==> src/hw/rtl/ssc_pkg.sv <==
`timescale 1ns / 1ps
`default_nettype none
// ----------------------------------------------------------------------------
// Spin state classifier package
// Word types, configuration register indexes and fixed widths shared by the
// classifier and its filter.
// ----------------------------------------------------------------------------
package ssc_pkg;

  localparam int unsigned CfgIdxW  = 3;
  localparam int unsigned CfgDataW = 16;
  localparam int unsigned MagW     = 15;
  localparam int unsigned SpeedW   = 16;
  localparam int unsigned AlphaW   = 9;
  localparam int unsigned DebW     = 4;

  localparam logic [AlphaW-1:0] AlphaMin = 9'd3;
  localparam logic [AlphaW-1:0] AlphaMax = 9'd256;

  typedef enum logic [CfgIdxW-1:0] {
    CFG_USE_MANUAL = 3'd0,
    CFG_MANUAL     = 3'd1,
    CFG_ENTER      = 3'd2,
    CFG_EXIT       = 3'd3,
    CFG_ALPHA      = 3'd4,
    CFG_STATIC     = 3'd5
  } ssc_cfg_idx_e;

  typedef struct packed {
    logic signed [SpeedW-1:0] observed_speed;
    logic                     is_outpost;
    logic                     plate_jumped;
    logic [2:0]               plate_count;
  } ssc_in_t;

  typedef struct packed {
    logic                     updated;
    logic                     spinning;
    logic                     outpost_still;
    logic [MagW-1:0]          filtered_magnitude;
    logic signed [SpeedW-1:0] effective_speed;
  } ssc_out_t;

endpackage
`default_nettype wire

==> src/hw/rtl/ssc_filter.sv <==
`timescale 1ns / 1ps
`default_nettype none
// ----------------------------------------------------------------------------
// Spin state classifier low-pass filter
// First-order update of the speed magnitude, loaded directly by the first
// sample, computed as value + alpha * (mag - value) / 256, rounded down.
// ----------------------------------------------------------------------------
module ssc_filter
  import ssc_pkg::*;
(
  input  wire logic [MagW-1:0]   mag_i,
  input  wire logic [MagW-1:0]   value_i,
  input  wire logic              loaded_i,
  input  wire logic [AlphaW-1:0] alpha_i,
  output logic      [MagW-1:0]   value_o
);

  logic [AlphaW-1:0]                alpha_c;
  logic signed [MagW:0]             diff;
  logic signed [AlphaW+MagW+1:0]    prod;
  logic signed [AlphaW+MagW+1:0]    step;
  logic signed [AlphaW+MagW+1:0]    sum;

  always_comb begin
    if (alpha_i < AlphaMin) begin
      alpha_c = AlphaMin;
    end else if (alpha_i > AlphaMax) begin
      alpha_c = AlphaMax;
    end else begin
      alpha_c = alpha_i;
    end
    diff = $signed({1'b0, mag_i}) - $signed({1'b0, value_i});
    prod = $signed({1'b0, alpha_c}) * diff;
    step = prod >>> 8;
    sum  = $signed({{(AlphaW+2){1'b0}}, value_i}) + step;
    if (loaded_i) begin
      value_o = sum[MagW-1:0];
    end else begin
      value_o = mag_i;
    end
  end

endmodule
`default_nettype wire

==> src/hw/rtl/spin_state_classifier.sv <==
`timescale 1ns / 1ps
`default_nettype none
// ----------------------------------------------------------------------------
// Spin state classifier
// Low-pass filtered speed magnitude with hysteresis spin detection and a
// debounced still/rotating decision for outpost targets.
// ----------------------------------------------------------------------------
// The block accepts one input word per clock while in_stall_o is low and
// returns one result word for each, held first in the input register and
// then in the result register. The combinational filter update (one 10 by
// 16 bit multiply and add) also updates the classifier state. Configuration
// registers should be written only while no word is in flight.
module spin_state_classifier
  import ssc_pkg::*;
#(
  parameter int unsigned STILL_ENTER_COUNT  = 15,
  parameter int unsigned STILL_EXIT_COUNT   = 5,
  parameter int unsigned OUTPOST_SPIN_SPEED = 640
) (
  input  wire logic                clk_i,
  input  wire logic                rst_ni,
  input  wire logic                cfg_we_i,
  input  wire logic [CfgIdxW-1:0]  cfg_idx_i,
  input  wire logic [CfgDataW-1:0] cfg_wdata_i,
  input  wire logic                in_valid_i,
  output logic                     in_stall_o,
  input  wire ssc_in_t             in_word_i,
  output logic                     out_valid_o,
  input  wire logic                out_stall_i,
  output ssc_out_t                 out_word_o
);

  localparam logic [DebW-1:0]   EnterCnt = DebW'(STILL_ENTER_COUNT);
  localparam logic [DebW-1:0]   ExitCnt  = DebW'(STILL_EXIT_COUNT);
  localparam logic [MagW-1:0]   SpinMag  = MagW'(OUTPOST_SPIN_SPEED);
  localparam logic [SpeedW-1:0] SpinPos  = SpeedW'(OUTPOST_SPIN_SPEED);

  logic              use_manual_q;
  logic [SpeedW-1:0] manual_q;
  logic [MagW-1:0]   enter_q;
  logic [MagW-1:0]   exit_q;
  logic [AlphaW-1:0] alpha_q;
  logic [MagW-1:0]   static_q;

  always_ff @(posedge clk_i or negedge rst_ni) begin
    if (!rst_ni) begin
      use_manual_q <= 1'b0;
      manual_q     <= 16'd640;
      enter_q      <= 15'd614;
      exit_q       <= 15'd461;
      alpha_q      <= 9'd64;
      static_q     <= 15'd38;
    end else if (cfg_we_i) begin
      case (cfg_idx_i)
        CFG_USE_MANUAL: use_manual_q <= cfg_wdata_i[0];
        CFG_MANUAL:     manual_q     <= cfg_wdata_i;
        CFG_ENTER:      enter_q      <= cfg_wdata_i[MagW-1:0];
        CFG_EXIT:       exit_q       <= cfg_wdata_i[MagW-1:0];
        CFG_ALPHA:      alpha_q      <= cfg_wdata_i[AlphaW-1:0];
        CFG_STATIC:     static_q     <= cfg_wdata_i[MagW-1:0];
        default: ;
      endcase
    end
  end

  // Handshake between the input register and the result register.
  logic    in_valid_q;
  ssc_in_t in_word_q;
  logic    out_advance;
  logic    move;
  logic    accept;

  assign out_advance = !out_valid_o || !out_stall_i;
  assign move        = in_valid_q && out_advance;
  assign in_stall_o  = in_valid_q && !out_advance;
  assign accept      = in_valid_i && !in_stall_o;

  always_ff @(posedge clk_i or negedge rst_ni) begin
    if (!rst_ni) begin
      in_valid_q <= 1'b0;
    end else if (accept) begin
      in_valid_q <= 1'b1;
    end else if (move) begin
      in_valid_q <= 1'b0;
    end
  end

  always_ff @(posedge clk_i) begin
    if (accept) begin
      in_word_q <= in_word_i;
    end
  end

  // Classifier state.
  logic            loaded_q, loaded_d;
  logic [MagW-1:0] filt_q, filt_d;
  logic            spin_q, spin_d;
  logic            still_q, still_d;
  logic [DebW-1:0] deb_q, deb_d;

  logic [SpeedW-1:0] speed;
  logic [SpeedW-1:0] abs16;
  logic [MagW-1:0]   mag;
  logic [MagW-1:0]   exit_th;
  logic [MagW-1:0]   filt_new;
  logic [DebW-1:0]   deb_inc;
  logic [DebW-1:0]   limit;
  logic              slow;
  logic              skip;
  ssc_out_t          res;

  ssc_filter u_filter (
    .mag_i    (mag),
    .value_i  (filt_q),
    .loaded_i (loaded_q),
    .alpha_i  (alpha_q),
    .value_o  (filt_new)
  );

  always_comb begin
    speed   = use_manual_q ? manual_q : in_word_q.observed_speed;
    abs16   = speed[SpeedW-1] ? (~speed + 16'd1) : speed;
    mag     = abs16[SpeedW-1] ? {MagW{1'b1}} : abs16[MagW-1:0];
    exit_th = (exit_q > enter_q) ? enter_q : exit_q;
    skip    = (in_word_q.plate_count < 3'd2) ||
              (!in_word_q.is_outpost && !in_word_q.plate_jumped);

    loaded_d = loaded_q;
    filt_d   = filt_q;
    spin_d   = spin_q;
    still_d  = still_q;
    deb_d    = deb_q;
    slow     = filt_new < static_q;
    deb_inc  = deb_q + 4'd1;
    limit    = still_q ? ExitCnt : EnterCnt;

    res.updated            = !skip;
    res.effective_speed    = speed;

    if (skip) begin
      spin_d = 1'b0;
    end else begin
      loaded_d = 1'b1;
      filt_d   = filt_new;
      if (in_word_q.is_outpost) begin
        if (slow != still_q) begin
          if (deb_inc >= limit) begin
            still_d = slow;
            deb_d   = '0;
          end else begin
            deb_d   = deb_inc;
          end
        end else begin
          deb_d = '0;
        end
        spin_d = !still_d;
      end else begin
        still_d = 1'b0;
        deb_d   = '0;
        if (spin_q) begin
          spin_d = !(filt_new < exit_th);
        end else begin
          spin_d = filt_new > enter_q;
        end
      end
    end

    res.spinning           = spin_d;
    res.outpost_still      = still_d;
    res.filtered_magnitude = filt_d;
    if (!skip && in_word_q.is_outpost && spin_d) begin
      res.filtered_magnitude = SpinMag;
      res.effective_speed    = speed[SpeedW-1] ? (~SpinPos + 16'd1) : SpinPos;
    end
  end

  always_ff @(posedge clk_i or negedge rst_ni) begin
    if (!rst_ni) begin
      loaded_q <= 1'b0;
      filt_q   <= '0;
      spin_q   <= 1'b0;
      still_q  <= 1'b0;
      deb_q    <= '0;
    end else if (move) begin
      loaded_q <= loaded_d;
      filt_q   <= filt_d;
      spin_q   <= spin_d;
      still_q  <= still_d;
      deb_q    <= deb_d;
    end
  end

  always_ff @(posedge clk_i or negedge rst_ni) begin
    if (!rst_ni) begin
      out_valid_o <= 1'b0;
    end else if (out_advance) begin
      out_valid_o <= in_valid_q;
    end
  end

  always_ff @(posedge clk_i) begin
    if (move) begin
      out_word_o <= res;
    end
  end

endmodule
`default_nettype wire
==> config.mk <==
export PLATFORM = sky130hd
export DESIGN_NAME = spin_state_classifier
export DESIGN_NICKNAME = d
export VERILOG_FILES = /design/src/hw/rtl/ssc_pkg.sv /design/src/hw/rtl/ssc_filter.sv /design/src/hw/rtl/spin_state_classifier.sv
export SDC_FILE = /design/constraint.sdc
export NUM_CORES = 1
export LEC_CHECK = 0
export BUFFER_PORTS_ARGS = -buffer_cell sky130_fd_sc_hd__clkbuf_2
export CORE_ASPECT_RATIO = 1.2
export CORE_MARGIN = 1.5
export CORE_UTILIZATION = 50
export DETAILED_ROUTE_END_ITERATION = 10
export PLACE_DENSITY = 0.73
export SLEW_MARGIN = 20
export SYNTH_ARGS = -nofsm -noshare
export SYNTH_HDL_FRONTEND = slang
export SYNTH_SLANG_ARGS = --single-unit
==> constraint.sdc <==
create_clock -name clk_i -period 22.9 [get_ports clk_i]
set_input_delay 2.29 -clock clk_i [delete_from_list [all_inputs] [get_ports clk_i]]
set_output_delay 2.29 -clock clk_i [all_outputs]
set_load 0.05 [all_outputs]
### Word level (Yosys, flattened, before mapping)

Index checks and enable logic that the tools add are counted.

* output and inout port bits: 36
* flip-flop bits (word level): 150
* input bits: 45
* word-level logic and storage cells: 94

* mux-type cells: 25
* bitwise logic cells: 2
* order comparisons: 8
* reduce and logical (&&, ||, !) cells: 26
* add/subtract/negate cells: 4
* equality and inequality tests: 6
* $mul: 1

Operators by type and width (count)
* two-way mux 16 bit: 4
* two-way mux 15 bit: 4
* greater-than comparator 15 bit: 2
* < comparator 15 bit: 2
* multiplier 10 x 16 -> 23 bit: 1
* two-way mux 9 bit: 2
* adder 16 x 1 -> 16 bit (second input constant): 1
* two-way mux 4 bit: 4
* inverter 16 bit: 1
* subtractor 15 x 15 -> 16 bit: 1
* adder 15 bit: 1
* AND reduction 2 bit: 7
* two-way mux 1 bit: 11
* greater-than comparator 9 bit (second input constant): 1
* zero test 1 bit: 9
* < comparator 9 x 2 -> 1 bit (second input constant): 1
* == test 3 x 2 -> 1 bit (second input constant): 2
* == test 3 bit (second input constant): 2
* logical AND 1 bit: 6
* adder 4 x 1 -> 4 bit (second input constant): 1
* greater-or-equal comparator 4 bit: 1
* == test 3 x 1 -> 1 bit (second input constant): 1
* zero test 3 bit: 1
* < comparator 3 x 2 -> 1 bit (second input constant): 1
* other kinds (4): 5

### Depth between registers and ports, before layout

* depth in word-level cells: 19
* gate-level depth with buffers: 59
* gate-level depth less buffers: 55

### By module

A second synthesis with hierarchy kept.

* cells, all modules: 1470
* area, all modules: 14048.5 um^2

By module, submodules not included
* spin_state_classifier: sequential area each 4020.1 um^2, area each 7848.8 um^2, instances 1, cells an instance 710
* ssc_filter: sequential area each 0.0 um^2, area each 6199.7 um^2, instances 1, cells an instance 760

### Worst setup path after synthesis

Ideal clock, no wire load.

* path kind: register to register
* start point: reg use_manual_q
* end point: reg out_word_o[13] (netlist name), data pin
* period minus slack after synthesis: 12.511 ns
* data required time: 22.640 ns
* buffers on the path: 5
* path slack: 10.389 ns
* arrival: 12.251 ns
* setup time: 0.260 ns
* stages on the path, launching flop included: 57
* cell sequence: dfrtp_1 > buf_6 > buf_6 > buf_4 > buf_1 > mux2i_1 > ha_1 > nor4b_2 > o22ai_1 > or2_2 > nand2_1 > xor2_1 > nor2_1 > inv_1 > ha_1 > or4_1 > or3_1 > a21oi_1 > [... 21 more ...] > ha_1 > o2111ai_1 > nand4b_1 > a21oi_1 > or3_1 > a211o_1 > a21o_1 > a31oi_2 > ha_1 > a21oi_1 > nand2b_1 > a221oi_1 > o21a_1 > a22oi_4 > a22o_2 > buf_4 > nor2_1 > nor2_1

RTL lines
* from (decl): line spin_state_classifier.sv:38 `logic use_manual_q;`
* from (signal assigned): line spin_state_classifier.sv:55 `CFG_USE_MANUAL: use_manual_q <= cfg_wdata_i[0];`
* to (signal assigned): line spin_state_classifier.sv:203 `out_word_o <= res;`
* to (decl): line spin_state_classifier.sv:30 `output ssc_out_t out_word_o`

### Worst setup path in the final report

* start point: reg use_manual_q
* end point: reg out_word_o[25] (netlist name), data pin

* word-level cells in the longest chain between the ends: 18
* elaborated cells on any way between the ends: 24
* those cells by class: 3 x add/sub; 1 x mul; 3 x order compare; 1 x eq/ne; 12 x mux; 1 x bitwise; 3 x reduce/logical

Ends and longest elaborated chain
* two-way mux 16 bit *: line spin_state_classifier.sv:121 `speed = use_manual_q ? manual_q : in_word_q.observed_speed;`
* inverter 16 bit: line spin_state_classifier.sv:122 `abs16 = speed[SpeedW-1] ? (~speed + 16'd1) : speed;`
* adder 16 x 1 -> 16 bit: line spin_state_classifier.sv:122
* two-way mux 16 bit *: line spin_state_classifier.sv:122
* two-way mux 15 bit *: line spin_state_classifier.sv:123 `mag = abs16[SpeedW-1] ? {MagW{1'b1}} : abs16[MagW-1:0];`
* subtractor 15 x 15 -> 16 bit: line ssc_filter.sv:32 `diff = $signed({1'b0, mag_i}) - $signed({1'b0, value_i});`
* multiplier 10 x 16 -> 23 bit: line ssc_filter.sv:33 `prod = $signed({1'b0, alpha_c}) * diff;`
* adder 15 bit: line ssc_filter.sv:35 `sum = $signed({{(AlphaW+2){1'b0}}, value_i}) + step;`
* [... 2 more ...]
* two-way mux 1 bit / != test 1 bit (equally long branches): line spin_state_classifier.sv:147, spin_state_classifier.sv:146
* two-way mux 1 bit: line spin_state_classifier.sv:146 `if (slow != still_q) begin`
* two-way mux 1 bit: line spin_state_classifier.sv:145 `if (in_word_q.is_outpost) begin`
* two-way mux 1 bit: line spin_state_classifier.sv:140 `if (skip) begin`
* zero test 1 bit: line spin_state_classifier.sv:156 `spin_d = !still_d;`
* two-way mux 1 bit: line spin_state_classifier.sv:145
* two-way mux 1 bit: line spin_state_classifier.sv:140
* logical AND 1 bit: line spin_state_classifier.sv:171 `if (!skip && in_word_q.is_outpost && spin_d) begin`

Every way passes the cells marked *; elsewhere a longest branch is shown, timed or not. The select of a mux whose other input is x is not followed.
A chain may end at the register's enable or synchronous reset.

==> impl_metrics.py <==
metrics = {
    "synth": {
        "synth_top_cell_area_share_pct": 15.61,
        "async_flop_share_pct": 63.76,
        "synth_edf_count": 54,
        "ys.warnings.count": 0,
        "synth_commonest_cells": "205 x inv_1, 168 x nand2_1, 135 x ha_1",
        "synth_most_common_cell": "inv_1",
        "netlist-cell-type-count": 82,
        "ys.flop_type": "dfrtp_1",
        "netlist_top_cells_area": "fa_1 16%, dfrtp_1 14%, ha_1 12%",
        "yosys_register_bits": 149,
        "synth_top_area_cell": "fa_1",
        "yosysSeqAreaShare_pct": 28.24,
        "synth_nets": 1805,
        "netlist_area_mm2": 0.01423,
        "synth_cells": 1514,
        "avgSynthCellArea_um2": 9.401,
    },
    "clock_tree": {
        "htree_levels": 4,
        "numCtsBuffers": 17,
        "root_buffer": "clkbuf_16",
        "clock_latency_ns": 0.43,
        "ctsResizeCount": 0,
        "clk_pin_slew_ns": 0.06,
        "cts_buffer_depth": 2,
        "hold_buffers": 0,
        "cts_tree": "done",
        "numClockSinks": 149,
        "cts_setup_buffers": 0,
    },
    "critical_path": {
        "r2r_cells": 51,
        "crit_path_start_kind": "register",
        "r2r_end": "out_word_o[25]",
        "r2r_slack_ns": 8.21,
        "crit_buf_inv": 5,
        "worst_ep_arrival_time_ns": 14.81,
        "cp-end-kind": "register",
        "path_max_fanout": 38,
        "slowest_stage": "xnor2_1",
        "rr_startpoint": "use_manual_q",
        "critical_path_class": "register to register",
        "cp.required_ns": 23.03,
        "crit_family": "compound AO/OA/AOI/OAI gates",
        "crit_path_frequent_cell": "fa_1",
        "max_stage_delay_ns": 0.78,
    },
    "floorplan": {
        "core_mm2": 0.02800,
        "rows": 67,
        "initial_core_util_pct": 50.84,
        "die_y_um": 187.8,
        "io_pins": 81,
        "dieArea_mm2": 0.02949,
        "fp.dieW_um": 157.0,
    },
    "timing": {
        "slew-limit-headroom_pct": 30.93,
        "skew_ns": 0.008202,
        "rsz0062_at_grt": "no",
        "setup_tns_ns": 0,
        "slew_violations": 0,
        "worstMarginPinSlew_ns": 1.036,
        "timing.final.hold_violations": 0,
        "setup_viol": 0,
        "fmax_mhz": 68.09,
        "fin_ws_ns": 8.214,
        "period_minus_slack_ns": 14.69,
        "period_share_pct": 64.13,
    },
    "cells_and_area": {
        "num_antenna_cells": 0,
        "drive_gt1_share_pct": 13.92,
        "final_nets": 1873,
        "fill_cells": 2491,
        "synthToLayoutAreaGrowth_pct": 9.890,
    },
    "global_route": {
        "grt_pass1_vias": 11143,
        "grt-ovfl-total": 0,
        "gr-usage-met2_pct": 43.92,
        "met1_usage_pct": 33.41,
        "grt_busiest_layer": "met2",
        "grt_start_max_net_pins": 73,
        "groute.usage.overall_pct": 25.76,
        "use_met3_pct": 2.935,
        "antenna_found_initial": 0,
        "grt_pass1_wl_mm": 58.62,
    },
    "flow_run": {
        "maxCapViolCount": 0,
    },
    "hold_path": {
        "min_path_type": "register to register",
        "hold_depth": 1,
        "worstHoldStart": "in_valid_q",
        "holdPathEnd": "out_valid_o",
    },
    "routing": {
        "finalWirelength_mm": 35.88,
        "wl_per_cell_um": 18.18,
        "ant_nets": 0,
        "drt_iter0_markers": 712,
        "drc": 0,
        "firstDrtPassIters": 6,
        "vias_per_cell": 5.556,
        "vias": 10968,
    },
    "placed_design": {
        "portBuffers": 79,
        "place_hpwl_mm": 27.93,
        "gp_congestion": 0.9243,
        "place_ws_ns": 8.332,
    },
    "outcome": {
        "outcome": "completed",
    },
}
## placed cells by master, fill, tap and decap left out, types with 5 or more instances in the layout
cell type	instances
o21a_1	9
dfstp_2	17
nand2_1	168
fa_1	111
nand3_1	18
or2_2	5
dfrtp_1	77
ha_1	135
xor2_1	21
o21bai_1	5
a21o_1	15
inv_1	205
edfxtp_1	54
nor3_1	23
a211oi_1	13
o211ai_1	8
nor2_1	125
and4_1	6
clkbuf_16	18
nand2b_1	25
mux2i_1	34
buf_4	14
a21oi_1	85
nor2b_1	26
a31oi_1	6
clkbuf_2	78
o21ai_0	59
mux2_2	59
and3_1	6
and2_1	19
or3_1	9
xnor2_1	43
o22ai_1	8
nand4_1	6
## flip-flops by register name, indices dropped and copies added (netlist names)
| register | cells |
|---|---|
| in_valid_q | 1 |
| spin_q | 1 |
| deb_q | 4 |
| filt_q | 15 |
| in_word_q | 20 |
| loaded_q | 1 |
| out_word_o | 34 |
| still_q | 1 |
| manual_q | 16 |
| use_manual_q | 1 |
| alpha_q | 9 |
| static_q | 15 |
| out_valid_o | 1 |
| enter_q | 15 |
| exit_q | 15 |
## metrics by stage
| stage | hold WS (ns) | util (%) | area [um2] | std cells |
|---|---|---|---|---|
| final | 0.4926 | 55.86 | 15640 | 1974 |
| after global routing | 0.5235 | 55.86 | 15640 | 1974 |
| after CTS | 0.5021 | 55.85 | 15640 | 1974 |
| after detailed placement | 0.4856 | 53.63 | 15020 | 1942 |
| after global placement | 0.4826 | 53.63 | 15020 | 1942 |
| after floorplan | 0.4574 | - | 14230 | 1514 |
## metal layers
| metal | wire length (um) | vias up |
|---|---|---|
| met4 | 1199 | 0 |
| li1 | - | 5237 |
| met2 | 17900 | 328 |
| met1 | 15250 | 5344 |
| met3 | 1532 | 59 |
| met5 | 0 | - |
## worst max-delay path by stage
stage | from | endpoint | slack, ns | depth (start not counted)
6_report | use_manual_q | out_word_o[25] | 8.21 | 51
2_1_floorplan | use_manual_q | out_word_o[13] | 10.39 | 56
3_5_place_dp | use_manual_q | out_word_o[25] | 8.33 | 51
4_1_cts | use_manual_q | out_word_o[25] | 8.28 | 51
5_1_grt | use_manual_q | out_word_o[25] | 7.31 | 51
3_3_place_gp | use_manual_q | out_word_o[25] | 8.56 | 51
## layout make-up
class / count / area, um2 / area share, %
multi-input cells: 1115 / 9253 / 59.16
flip-flops and latches: 149 / 4021 / 25.71
inverters: 207 / 777.0 / 4.968
repair buffers: 92 / 495.5 / 3.168
well taps: 379 / 474.2 / 3.032
clock buffers: 18 / 450.4 / 2.880
clock inverters: 14 / 170.2 / 1.088
## logic make-up (layout without fill, tap and decap cells)
| logic type | Yosys count | count (layout) | synth area share [%] |
|---|---|---|---|
| flops | 149 | 149 | 28.24 |
| buf+inv | 250 | 331 | 6.769 |
| simple gates | 459 | 459 | 15.11 |
| compound gates | 253 | 253 | 11.40 |
| xor+xnor | 64 | 64 | 3.938 |
| mux | 93 | 93 | 7.059 |
| fa+ha+maj | 246 | 246 | 27.48 |
Power is not shown: default switching activity piles up to over one toggle a cycle in this logic, so the estimate is an artifact.
